==> src/rtl/brld_pkg.sv <==
package brld_pkg;

  localparam int unsigned CODE_W    = 8;
  localparam int unsigned RUN_W     = 7;
  localparam int unsigned CNT_W     = 3;
  localparam int unsigned BYTE_BITS = 8;
  localparam int unsigned NEED_W    = 4;

  typedef struct packed {
    logic load;
    logic emit;
    logic absorb;
    logic emit_bad;
  } cmd_t;

  typedef struct packed {
    logic zero_run;
    logic fits;
    logic exact;
    logic out_free;
  } sts_t;

endpackage

==> src/rtl/brld_if.sv <==
interface brld_in_if;
  logic                          valid;
  logic                          ready;
  logic [brld_pkg::CODE_W-1:0]   run_code;

  modport source (output valid, output run_code, input ready);
  modport sink (input valid, input run_code, output ready);
endinterface

interface brld_out_if;
  logic                          valid;
  logic                          ready;
  logic [brld_pkg::BYTE_BITS-1:0] out_byte;
  logic                          last_of_run;
  logic                          bad_code;

  modport source (output valid, output out_byte, output last_of_run, output bad_code,
                  input ready);
  modport sink (input valid, input out_byte, input last_of_run, input bad_code,
                output ready);
endinterface

==> src/rtl/bit_run_length_decoder.sv <==
// Bit run-length decoder.
// The input channel carries one run code per transfer: bit 7 is the bit
// value and bits 6..0 the run length. The decoder appends that many copies
// of the bit to a pending byte, filled from the most significant bit down,
// and sends each completed byte on the output channel. The last byte caused
// by a code has last_of_run set. A code with a zero run length gives a
// single result with bad_code and last_of_run set and a zero byte, and
// leaves the pending byte alone. A trailing partial byte stays pending.
// One code is handled at a time: the code is taken, then one byte is
// produced per cycle while the receiver accepts, and bits left over are
// added to the pending byte as the last step. The first byte is written
// to the output register from the run state, after the code is loaded.
// When the receiver stalls, the result is held in the output register and
// the byte loop waits; the next code is taken once the current one is done.
// Synchronous reset clears the pending byte and the output valid, and
// returns the control to idle, where the input ready is high.
module bit_run_length_decoder (
  input  logic        clk,
  input  logic        rst,
  brld_in_if.sink     in,
  brld_out_if.source  out
);

  brld_pkg::cmd_t cmd;
  brld_pkg::sts_t sts;

  brld_ctrl u_ctrl (
    .clk      (clk),
    .rst      (rst),
    .in_valid (in.valid),
    .in_ready (in.ready),
    .sts      (sts),
    .cmd      (cmd)
  );

  brld_dp u_dp (
    .clk         (clk),
    .rst         (rst),
    .run_code    (in.run_code),
    .cmd         (cmd),
    .sts         (sts),
    .out_valid   (out.valid),
    .out_ready   (out.ready),
    .out_byte    (out.out_byte),
    .last_of_run (out.last_of_run),
    .bad_code    (out.bad_code)
  );

endmodule

==> src/rtl/brld_ctrl.sv <==
module brld_ctrl (
  input  logic             clk,
  input  logic             rst,
  input  logic             in_valid,
  output logic             in_ready,
  input  brld_pkg::sts_t   sts,
  output brld_pkg::cmd_t   cmd
);

  localparam logic [1:0] S_IDLE = 2'd0;
  localparam logic [1:0] S_RUN  = 2'd1;
  localparam logic [1:0] S_BAD  = 2'd2;

  logic [1:0] state;
  logic [1:0] state_next;

  always_comb begin
    state_next = state;
    cmd        = '0;
    in_ready   = 1'b0;
    unique case (state)
      S_IDLE: begin
        in_ready = 1'b1;
        if (in_valid) begin
          cmd.load   = 1'b1;
          state_next = sts.zero_run ? S_BAD : S_RUN;
        end
      end
      S_RUN: begin
        if (!sts.fits) begin
          cmd.absorb = 1'b1;
          state_next = S_IDLE;
        end else if (sts.out_free) begin
          cmd.emit = 1'b1;
          if (sts.exact) begin
            state_next = S_IDLE;
          end
        end
      end
      S_BAD: begin
        if (sts.out_free) begin
          cmd.emit_bad = 1'b1;
          state_next   = S_IDLE;
        end
      end
      default: begin
        state_next = S_IDLE;
      end
    endcase
  end

  always_ff @(posedge clk) begin
    if (rst) begin
      state <= S_IDLE;
    end else begin
      state <= state_next;
    end
  end

`ifndef SYNTHESIS
  a_one_cmd: assert property (@(posedge clk) disable iff (rst)
    $onehot0({cmd.load, cmd.emit, cmd.absorb, cmd.emit_bad}))
    else $error("More than one datapath command in a cycle.");

  a_bad_path: assert property (@(posedge clk) disable iff (rst)
    cmd.load && sts.zero_run |=> state == S_BAD)
    else $error("Zero-length run did not take the error path.");
`endif

endmodule

==> src/rtl/brld_dp.sv <==
module brld_dp (
  input  logic                              clk,
  input  logic                              rst,
  input  logic [brld_pkg::CODE_W-1:0]       run_code,
  input  brld_pkg::cmd_t                    cmd,
  output brld_pkg::sts_t                    sts,
  output logic                              out_valid,
  input  logic                              out_ready,
  output logic [brld_pkg::BYTE_BITS-1:0]    out_byte,
  output logic                              last_of_run,
  output logic                              bad_code
);

  logic                              run_bit;
  logic [brld_pkg::RUN_W-1:0]        remaining;
  logic [brld_pkg::BYTE_BITS-1:0]    pending_bits;
  logic [brld_pkg::CNT_W-1:0]        pending_count;

  logic [brld_pkg::NEED_W-1:0]       need;
  logic [brld_pkg::RUN_W-1:0]        rem_after;
  logic [brld_pkg::NEED_W-1:0]       part_end;
  logic [brld_pkg::BYTE_BITS-1:0]    fill_mask;
  logic [brld_pkg::BYTE_BITS-1:0]    part_mask;
  logic [brld_pkg::BYTE_BITS-1:0]    full_byte;

  assign need      = brld_pkg::NEED_W'(brld_pkg::BYTE_BITS) - {1'b0, pending_count};
  assign rem_after = remaining - brld_pkg::RUN_W'(need);
  assign part_end  = {1'b0, pending_count} + {1'b0, remaining[brld_pkg::CNT_W-1:0]};
  assign fill_mask = {brld_pkg::BYTE_BITS{1'b1}} >> pending_count;
  assign part_mask = fill_mask & ~({brld_pkg::BYTE_BITS{1'b1}} >> part_end);
  assign full_byte = run_bit ? (pending_bits | fill_mask) : pending_bits;

  assign sts.zero_run = (run_code[brld_pkg::RUN_W-1:0] == '0);
  assign sts.fits     = (brld_pkg::RUN_W'(need) <= remaining);
  assign sts.exact    = (rem_after == '0);
  assign sts.out_free = !out_valid || out_ready;

  always_ff @(posedge clk) begin
    if (cmd.load) begin
      run_bit   <= run_code[brld_pkg::CODE_W-1];
      remaining <= run_code[brld_pkg::RUN_W-1:0];
    end else if (cmd.emit) begin
      remaining <= rem_after;
    end
  end

  always_ff @(posedge clk) begin
    if (rst) begin
      pending_bits  <= '0;
      pending_count <= '0;
    end else if (cmd.emit) begin
      pending_bits  <= '0;
      pending_count <= '0;
    end else if (cmd.absorb) begin
      if (run_bit) begin
        pending_bits <= pending_bits | part_mask;
      end
      pending_count <= part_end[brld_pkg::CNT_W-1:0];
    end
  end

  always_ff @(posedge clk) begin
    if (rst) begin
      out_valid <= 1'b0;
    end else if (cmd.emit || cmd.emit_bad) begin
      out_valid <= 1'b1;
    end else if (out_ready) begin
      out_valid <= 1'b0;
    end
  end

  always_ff @(posedge clk) begin
    if (cmd.emit) begin
      out_byte    <= full_byte;
      last_of_run <= (rem_after[brld_pkg::RUN_W-1:brld_pkg::CNT_W] == '0);
      bad_code    <= 1'b0;
    end else if (cmd.emit_bad) begin
      out_byte    <= '0;
      last_of_run <= 1'b1;
      bad_code    <= 1'b1;
    end
  end

`ifndef SYNTHESIS
  a_slot_free: assert property (@(posedge clk) disable iff (rst)
    (cmd.emit || cmd.emit_bad) |-> sts.out_free)
    else $error("Result written over one not yet transferred.");

  a_bad_shape: assert property (@(posedge clk) disable iff (rst)
    out_valid && bad_code |-> out_byte == '0 && last_of_run)
    else $error("Error result carries a byte or is not last.");

  a_bad_keeps: assert property (@(posedge clk) disable iff (rst)
    cmd.emit_bad |=> pending_count == $past(pending_count)
                     && pending_bits == $past(pending_bits))
    else $error("Zero-length run changed the pending byte.");

  a_emit_clears: assert property (@(posedge clk) disable iff (rst)
    cmd.emit |=> pending_count == '0 && pending_bits == '0)
    else $error("Pending byte not cleared after a completed byte.");
`endif

endmodule
==> src/flat_wrapper.sv <==
// flat-port wrapper written by rule: the top's interface ports become plain ports
module bit_run_length_decoder_flat 
  (clk, rst, in_valid, in_run_code, in_ready, out_valid, out_out_byte, out_last_of_run, out_bad_code, out_ready);
  brld_in_if in_i ();
  brld_out_if out_i ();
  input  logic clk;
  input  logic rst;
  input wire logic [$bits(in_i.valid)-1:0] in_valid;
  input wire logic [$bits(in_i.run_code)-1:0] in_run_code;
  output wire logic [$bits(in_i.ready)-1:0] in_ready;
  output wire logic [$bits(out_i.valid)-1:0] out_valid;
  output wire logic [$bits(out_i.out_byte)-1:0] out_out_byte;
  output wire logic [$bits(out_i.last_of_run)-1:0] out_last_of_run;
  output wire logic [$bits(out_i.bad_code)-1:0] out_bad_code;
  input wire logic [$bits(out_i.ready)-1:0] out_ready;
  assign in_i.valid = in_valid;
  assign in_i.run_code = in_run_code;
  assign in_ready = in_i.ready;
  assign out_valid = out_i.valid;
  assign out_out_byte = out_i.out_byte;
  assign out_last_of_run = out_i.last_of_run;
  assign out_bad_code = out_i.bad_code;
  assign out_i.ready = out_ready;
  bit_run_length_decoder u_core (.clk(clk), .rst(rst), .in(in_i), .out(out_i));
endmodule
==> config.mk <==
export PLATFORM = sky130hd
export DESIGN_NAME = bit_run_length_decoder_flat
export DESIGN_NICKNAME = d
export VERILOG_FILES = /design/src/rtl/brld_pkg.sv /design/src/rtl/brld_if.sv /design/src/rtl/bit_run_length_decoder.sv /design/src/rtl/brld_ctrl.sv /design/src/rtl/brld_dp.sv /design/src/flat_wrapper.sv
export SDC_FILE = /design/constraint.sdc
export NUM_CORES = 1
export LEC_CHECK = 0
export BUFFER_PORTS_ARGS = -buffer_cell sky130_fd_sc_hd__buf_2
export CORE_MARGIN = 1.5
export CORE_UTILIZATION = 45
export CTS_CLUSTER_DIAMETER = 50
export CTS_CLUSTER_SIZE = 8
export DETAILED_ROUTE_END_ITERATION = 10
export GPL_ROUTABILITY_DRIVEN = 0
export GPL_TIMING_DRIVEN = 0
export SLEW_MARGIN = 15
export SYNTH_ARGS = -nofsm -noshare
export SYNTH_HDL_FRONTEND = slang
export SYNTH_HIERARCHICAL = 1
export SYNTH_SLANG_ARGS = --single-unit
==> constraint.sdc <==
create_clock -name clk -period 7.7 [get_ports clk]
set_input_delay 1.54 -clock clk [delete_from_list [all_inputs] [get_ports clk]]
set_output_delay 1.54 -clock clk [all_outputs]
set_load 0.01 [all_outputs]
==> results.json, run 1 <==
{
  "syn_inst": 186,
  "diodes": 0,
  "syn_area_per_cell_um2": 9.72,
  "drive_gt1_frac": 0.189,
  "cp.arrival_ns": 3.80,
  "ctsLongestPathBuffers": 2,
  "fin_nets": 241,
  "postCtsResizedCells": 0,
  "cts_root_buf": "clkbuf_8",
  "cts.htree.levels": 2,
  "synth-compound-area-share": 0.152,
  "port_buffers": 23,
  "drc": 0,
  "setup_viol": 0,
  "grt_pass1_wl_mm": 6.18,
  "rsz0062_at_grt": "false",
  "ir_drop_mv": 0.178,
  "numCtsBuffers": 5,
  "initial_core_util": 0.479,
  "fin_util": 0.554,
  "grt_overflow": 0,
  "cts_sinks": 32,
  "synth_largest_area_cell": "edfxtp_1",
  "synth_top_area_frac": 0.282,
  "tightest_slew_ns": 0.506,
  "die_h_um": 66.4,
  "synth_fp_nets": 211,
  "ys_top_cells_by_count": "nor2_1 (24), edfxtp_1 (17), dfxtp_1 (15), nand2_1 (15), inv_1 (13)",
  "p_comb_frac": 0.353,
  "seq_area_um2": 811,
  "finalHoldViolations": 0,
  "num_vias": 1440,
  "dpl_cell_area_um2": 1980,
  "synth.cell_area_um2": 1810,
  "place_inst": 257,
  "area_delta_synth_final_pct": 15.6,
  "first_iter_violations": 114,
  "vias_per_cell": 5.43,
  "status": "finished clean",
  "ys.flop_type": "edfxtp_1",
  "instances_no_fill": 265,
  "yosysMostFrequentCell": "nor2_1",
  "slew_headroom": 0.660,
  "yosys.area_share.simple": 0.201,
  "period_share": 0.470,
  "switching_power_uw": 215,
  "synth-seq-area-share": 0.448,
  "critical_path_class": "reg -> reg",
  "pwr-share-seq": 0.393,
  "tns_ns": 0,
  "yosys_warnings": 6,
  "drv_slew": 0,
  "end_kind": "flip-flop",
  "min_period_ns": 3.62,
  "async_flop_share": 0,
  "p_int_uw": 402,
  "multi_input_area_um2": 928,
  "die_w_um": 66.4,
  "cts_tree": "built",
  "synthXorXnorAreaFrac": 0.0242,
  "path_clk_slew_ns": 0.07,
  "io_pins": 24,
  "clkPwrFrac": 0.254,
  "path_max_fanout": 7,
  "synth_edf_count": 17,
  "skew_ns": 0.00212,
  "worst_ep_required_time_ns": 7.89,
  "hold_path.class": "reg -> reg",
  "postCtsSetupRepairBufs": 0,
  "track_usage": 0.190,
  "ys_ff_latch": 32,
  "start_kind": "flip-flop",
  "placementRows": 22,
  "power_leakage_uw": 0.000841,
  "grt_pass1_vias": 1327,
  "fillers": 327,
  "p_total_uw": 617,
  "power_density_nw_per_um2": 295,
  "coreArea_um2": 3770,
  "cts_hold_buf": 0,
  "wl_per_cell_um": 14.1,
  "synth_top_family_by_area": "simple AND/OR/NAND/NOR gates",
  "finalWirelength_mm": 3.74,
  "dr.pass1.iters": 4,
  "switching_share": 0.348,
  "clock_latency_ns": 0.28,
  "dp_hpwl_mm": 2.85,
  "ant_nets": 0,
  "antenna_found_initial": 0,
  "fmax_mhz": 277,
  "fin_area_um2": 2090,
  "drv_cap": 0,
  "dieArea_um2": 4410,
  "yosys-top-cells-area": "edfxtp_1 (28%), dfxtp_1 (17%), ha_1 (7.6%), nor2_1 (5.0%), a21oi_1 (3.3%)",
  "synthMuxAreaShare": 0.0381,
  "synthAdderAreaFrac": 0.0983,
  "synth_cell_types": 41,
  "grt_max_degree": 11
}
[flip-flops by register name, indices dropped and copies added (netlist names)]
register	flops
u_core/u_ctrl/state	2
u_core/u_dp/out_valid	1
u_core/u_dp/bad_code	1
u_core/u_dp/last_of_run	1
u_core/u_dp/out_byte	8
u_core/u_dp/pending_count	3
u_core/u_dp/remaining	7
u_core/u_dp/run_bit	1
u_core/u_dp/pending_bits	8
[power groups by stage]
stage	combinational, uW	sequential, uW	clock, uW
after floorplan	160	244	0
final	218	243	157
after global routing	243	246	168
after CTS	217	242	161
after global placement	211	245	0
after detailed placement	216	246	0
[area by class of cell]
cell class / instances / area share
buffer: 5 / 0.00958
clock buffer: 5 / 0.0329
clock inverter: 3 / 0.0180
inverter: 13 / 0.0234
multi-input combinational: 136 / 0.444
sequential: 32 / 0.388
tap: 48 / 0.0287
timing repair buffer: 23 / 0.0551
[cells by family after synthesis]
logic type | Yosys count
flops | 32
fa+ha+maj | 13
xor+xnor | 5
compound gates | 42
simple gates | 70
mux | 6
buf+inv | 18
[routing by layer]
layer,share of wire,track usage,routed length [um]
met5,0,0,0
met3,0.051,0.0511,191
met2,0.46,0.290,1730
met1,0.46,0.252,1740
met4,0.022,0.0816,82
[worst paths after layout]
check             cells past startpoint  slack, ns                           end                    startpoint
hold / removal                        2       0.45   u_core/u_dp/pending_bits[6]   u_core/u_dp/pending_bits[6]
hold reg to reg                       2       0.45   u_core/u_dp/pending_bits[6]   u_core/u_dp/pending_bits[6]
setup / recovery                     12       4.08  u_core/u_dp/pending_count[1]  u_core/u_dp/pending_count[1]
setup reg to reg                     12       4.08  u_core/u_dp/pending_count[1]  u_core/u_dp/pending_count[1]
[worst max-delay path: stages, from the launching register on]
cell	delay (ns)
dfxtp_1	0.48
inv_1	0.15
ha_1	0.24
ha_1	0.28
inv_1	0.04
ha_1	0.34
a21oi_2	0.23
a21oi_1	0.14
or4_1	0.54
and4b_2	0.28
or2_2	0.30
clkbuf_1	0.20
a211oi_1	0.29
[placed cells by master (no fill, tap or decap), drive strengths merged, types with 8 or more instances in the layout]
master   n
ha      11
a21oi   13
clkbuf   9
buf     24
nor2b    8
nand2   15
dfxtp   15
nor2    24
edfxtp  17
inv     13
[metrics by stage]
stage | hold WS (ns) | worst slack [ns]
detailed placement | 0.439 | 4.11
finish | 0.448 | 4.08
global placement | 0.438 | 4.22
floorplan | 0.426 | 4.55
global route | 0.477 | 3.83
CTS | 0.452 | 4.09
(Power assumes the default switching activity.)
==> inputs of run 2 (changes only) <==
clock period = 3.75 ns   (was 7.7 ns; I/O delays follow)
==> run 2 against run 1 <==
Compared with the run above: register-to-register slack lost 3.8 ns; power increased by 110%; sequential power increased by 110%; clock power increased by 110%; first-iteration DRC count is the same; clock skew is essentially flat; clock-buffer cell count stayed put; critical path depth stayed put; hold slack barely moved; routed wire length shrank 0.16%; utilization hardly changed; critical path type unchanged; largest cell class unchanged.
==> results.json, run 2 (same netlist as run 1, synthesis figures left out) <==
{
  "status": "finished clean",
  "port_buffers": 23,
  "mostFrequentLayoutCells": "buf_2 (24), nor2_1 (24), edfxtp_1 (17)",
  "cts_hold_buf": 0,
  "tns_ns": 0,
  "track_usage": 0.190,
  "path_max_fanout": 7,
  "placementRows": 22,
  "cts_sinks": 32,
  "fmax_mhz": 285,
  "ctsLongestPathBuffers": 2,
  "coreArea_um2": 3770,
  "drc": 0,
  "numCtsBuffers": 5,
  "initial_core_util": 0.479,
  "cp.arrival_ns": 3.69,
  "finalWirelength_mm": 3.73,
  "grt_max_degree": 11,
  "grt_overflow": 0,
  "ir_drop_mv": 0.365,
  "postCtsResizedCells": 0,
  "dp_hpwl_mm": 2.85,
  "fillers": 327,
  "vias_per_cell": 5.43,
  "start_kind": "flip-flop",
  "period_share": 0.935,
  "multi_input_area_um2": 928,
  "seq_area_um2": 812,
  "fin_nets": 241,
  "power_density_nw_per_um2": 606,
  "slew_headroom": 0.660,
  "die_w_um": 66.4,
  "cts.htree.levels": 2,
  "grt_pass1_vias": 1327,
  "reg_top3": "u_core/u_dp/out_byte (8), u_core/u_dp/pending_bits (8), u_core/u_dp/remaining (7)",
  "cts_root_buf": "clkbuf_8",
  "finalHoldViolations": 0,
  "ant_nets": 0,
  "dieArea_um2": 4410,
  "cts_tree": "built",
  "postCtsSetupRepairBufs": 0,
  "drive_gt1_frac": 0.194,
  "end_kind": "flip-flop",
  "reg2reg_slack_ns": 0.25,
  "wl_per_cell_um": 14.1,
  "fin_hold_ws_ns": 0.448,
  "drv_slew": 0,
  "min_period_ns": 3.50,
  "drv_cap": 0,
  "power_leakage_uw": 0.000842,
  "clock_latency_ns": 0.28,
  "num_vias": 1440,
  "tightest_slew_ns": 0.506,
  "fin_util": 0.554,
  "worst_ep_required_time_ns": 3.93,
  "hold_path.class": "reg -> reg",
  "skew_ns": 0.00213,
  "path_clk_slew_ns": 0.07,
  "dr.pass1.iters": 4,
  "setup_viol": 0,
  "die_h_um": 66.4,
  "antenna_found_initial": 0,
  "critical_path_class": "reg -> reg",
  "grt_pass1_wl_mm": 6.18,
  "first_iter_violations": 114,
  "io_pins": 24,
  "area_delta_synth_final_pct": 15.6,
  "diodes": 0
}
-- run 2: worst paths after layout --
check / start / to / depth (start not counted)
min: u_core/u_dp/pending_bits[6] / u_core/u_dp/pending_bits[6] / 2
max: u_core/u_dp/pending_count[1] / u_core/u_dp/pending_count[1] / 12
max reg2reg: u_core/u_dp/pending_count[1] / u_core/u_dp/pending_count[1] / 12
min reg2reg: u_core/u_dp/pending_bits[6] / u_core/u_dp/pending_bits[6] / 2
-- run 2: final cells by class --
cell class                 count  share of cell area
buffer                         5             0.00958
clock buffer                   5              0.0329
clock inverter                 3              0.0180
inverter                      13              0.0233
multi-input combinational    136               0.444
sequential                    32               0.388
tap                           48              0.0287
timing repair buffer          23              0.0551
-- run 2: critical path: stages (launching register included) --
cell	delay, ns
dfxtp_2	0.41
inv_1	0.12
ha_1	0.23
ha_1	0.28
inv_1	0.04
ha_1	0.34
a21oi_2	0.23
a21oi_1	0.14
or4_1	0.54
and4b_2	0.28
or2_2	0.30
clkbuf_1	0.20
a211oi_1	0.29
-- run 2: layer usage --
metal  track usage  vias up  wire length, um
met3        0.0511        8              193
met5             0        -                0
met4        0.0816        0               82
met2         0.290       47             1730
met1         0.252      663             1730
li1              -      722                -
-- run 2: power by group --
part           internal [uW]  leakage (uW)  switching, uW  total (uW)
clock                    193     0.0000532            128         322
combinational            184      0.000502            263         447
sequential               448      0.000286           50.3         499
-- run 2: metrics by stage --
step	instances	area (um2)	setup WS, ns	power, uW
2_1_floorplan	186	1810	0.603	831
3_3_place_gp	257	1980	0.268	936
3_5_place_dp	257	1980	0.159	947
4_1_cts	265	2090	0.141	1270
5_1_grt	265	2090	-0.000312	1350
6_report	265	2090	0.245	1270
==> inputs of run 3 (changes only) <==
CORE_ASPECT_RATIO = 1.4   (was not set)
==> run 3 against run 2 <==
Compared with the run above: design area about the same; die area increased by 0.12%; global-route usage decreased by 0.28 points; critical endpoint is now u_core/u_dp/pending_bits[4]; largest power group unchanged; highest routed layer unchanged.
==> results.json, run 3 (same netlist as run 1, synthesis figures left out) <==
{
  "period_share": 0.914,
  "grt_max_degree": 12,
  "end_kind": "flip-flop",
  "rr_worst_depth": 12,
  "fin_nets": 241,
  "grt_overflow": 0,
  "num_vias": 1426,
  "start_kind": "flip-flop",
  "drv_cap": 0,
  "min_period_ns": 3.43,
  "die_w_um": 56.6,
  "setup_viol": 0,
  "hold_path.class": "reg -> reg",
  "crit_path_end": "u_core/u_dp/pending_bits[4]",
  "post-place-ws_ns": 0.184,
  "power_density_nw_per_um2": 610,
  "initial_core_util": 0.465,
  "r2r-start": "u_core/u_dp/pending_count[1]",
  "grt_pass1_vias": 1421,
  "path_clk_slew_ns": 0.07,
  "grt_pass1_wl_mm": 6.35,
  "mostFrequentLayoutCells": "buf_2 (24), nor2_1 (23), edfxtp_1 (17)",
  "cts_hold_buf": 0,
  "cts_root_buf": "clkbuf_8",
  "mostFrequentLayoutCell": "buf_2",
  "startpoint": "u_core/u_dp/pending_count[1]",
  "slew_headroom": 0.683,
  "cts.htree.levels": 2,
  "reg_top3": "u_core/u_dp/out_byte (8), u_core/u_dp/pending_bits (8), u_core/u_dp/remaining (7)",
  "coreArea_um2": 3880,
  "instances_no_fill": 260,
  "fin_hold_ws_ns": 0.456,
  "r2r-end": "u_core/u_dp/pending_bits[4]",
  "multi_input_area_um2": 931,
  "drv_slew": 0,
  "p_total_uw": 1280,
  "placementRows": 27,
  "status": "finished clean",
  "cp.arrival_ns": 3.63,
  "skew_ns": 0.00307,
  "power_leakage_uw": 0.000843,
  "vias_per_cell": 5.48,
  "diodes": 0,
  "tightest_slew_ns": 0.476,
  "dieArea_um2": 4410,
  "postCtsResizedCells": 0,
  "cts_tree": "built",
  "ctsLongestPathBuffers": 2,
  "seq_area_um2": 812,
  "fillers": 357,
  "cts_sinks": 32,
  "first_iter_violations": 40,
  "finalWirelength_mm": 3.88,
  "wl_per_cell_um": 14.9,
  "finalWorstSetupSlack_ns": 0.323,
  "drc": 0,
  "track_usage": 0.187,
  "critical_path_class": "reg -> reg",
  "tns_ns": 0,
  "dr.pass1.iters": 4,
  "clock_latency_ns": 0.28,
  "worst_ep_required_time_ns": 3.95,
  "port_buffers": 23,
  "numCtsBuffers": 5,
  "die_h_um": 78,
  "finalHoldViolations": 0,
  "io_pins": 24,
  "postCtsSetupRepairBufs": 0,
  "antenna_found_initial": 0,
  "dp_hpwl_mm": 2.90,
  "ir_drop_mv": 0.428,
  "place_inst": 252,
  "drive_gt1_frac": 0.207,
  "fmax_mhz": 292,
  "area_delta_synth_final_pct": 15.7,
  "rsz0062_at_grt": "false",
  "reg2reg_slack_ns": 0.32,
  "ant_nets": 0,
  "path_max_fanout": 7
}
[run 3: where the power goes]
group | switching [uW] | internal (uW) | leakage, uW
Combinational | 267 | 185 | 0.000503
Clock | 132 | 196 | 0.0000541
Sequential | 48.3 | 448 | 0.000286
[run 3: stage by stage]
step,utilization,area [um2]
2_1_floorplan,-,1810
3_3_place_gp,0.509,1980
3_5_place_dp,0.509,1980
4_1_cts,0.538,2090
5_1_grt,0.538,2090
6_report,0.538,2090
[run 3: worst min path at each step]
| stage | start | end | slack, ns | depth (start not counted) |
|---|---|---|---|---|
| 2_1_floorplan | u_core/u_dp/pending_bits[6] | u_core/u_dp/pending_bits[6] | 0.43 | 2 |
| 3_3_place_gp | u_core/u_dp/pending_bits[4] | u_core/u_dp/pending_bits[4] | 0.44 | 2 |
| 3_5_place_dp | u_core/u_dp/pending_bits[4] | u_core/u_dp/pending_bits[4] | 0.44 | 2 |
| 4_1_cts | u_core/u_dp/pending_bits[4] | u_core/u_dp/pending_bits[4] | 0.46 | 2 |
| 5_1_grt | u_core/u_dp/pending_bits[1] | u_core/u_dp/pending_bits[1] | 0.48 | 1 |
| 6_report | u_core/u_dp/pending_bits[4] | u_core/u_dp/pending_bits[4] | 0.46 | 2 |
[run 3: worst max-delay path, stage by stage, from the launching register on]
cell      delay [ns]
dfxtp_2         0.41
inv_1           0.11
ha_1            0.23
ha_1            0.28
inv_1           0.04
ha_1            0.34
a21oi_2         0.23
a21oi_1         0.14
or4_1           0.54
and4b_2         0.28
or2_2           0.29
clkbuf_1        0.20
o31ai_1         0.26
[run 3: layout make-up]
type | instances | share of cell area
multi-input cells | 136 | 0.445
flip-flops and latches | 32 | 0.388
repair buffers | 23 | 0.0550
clock buffers | 5 | 0.0329
well taps | 43 | 0.0257
inverters | 13 | 0.0233
clock inverters | 3 | 0.0203
plain buffers | 5 | 0.00957
[run 3: routing by layer]
metal / track usage / part of all wire / vias to the layer above / wire (um)
met5: 0 / 0 / - / 0
met4: 0.0714 / 0.022 / 0 / 87
met3: 0.0417 / 0.031 / 9 / 120
met2: 0.351 / 0.54 / 28 / 2090
met1: 0.197 / 0.41 / 668 / 1590
li1: - / - / 721 / -
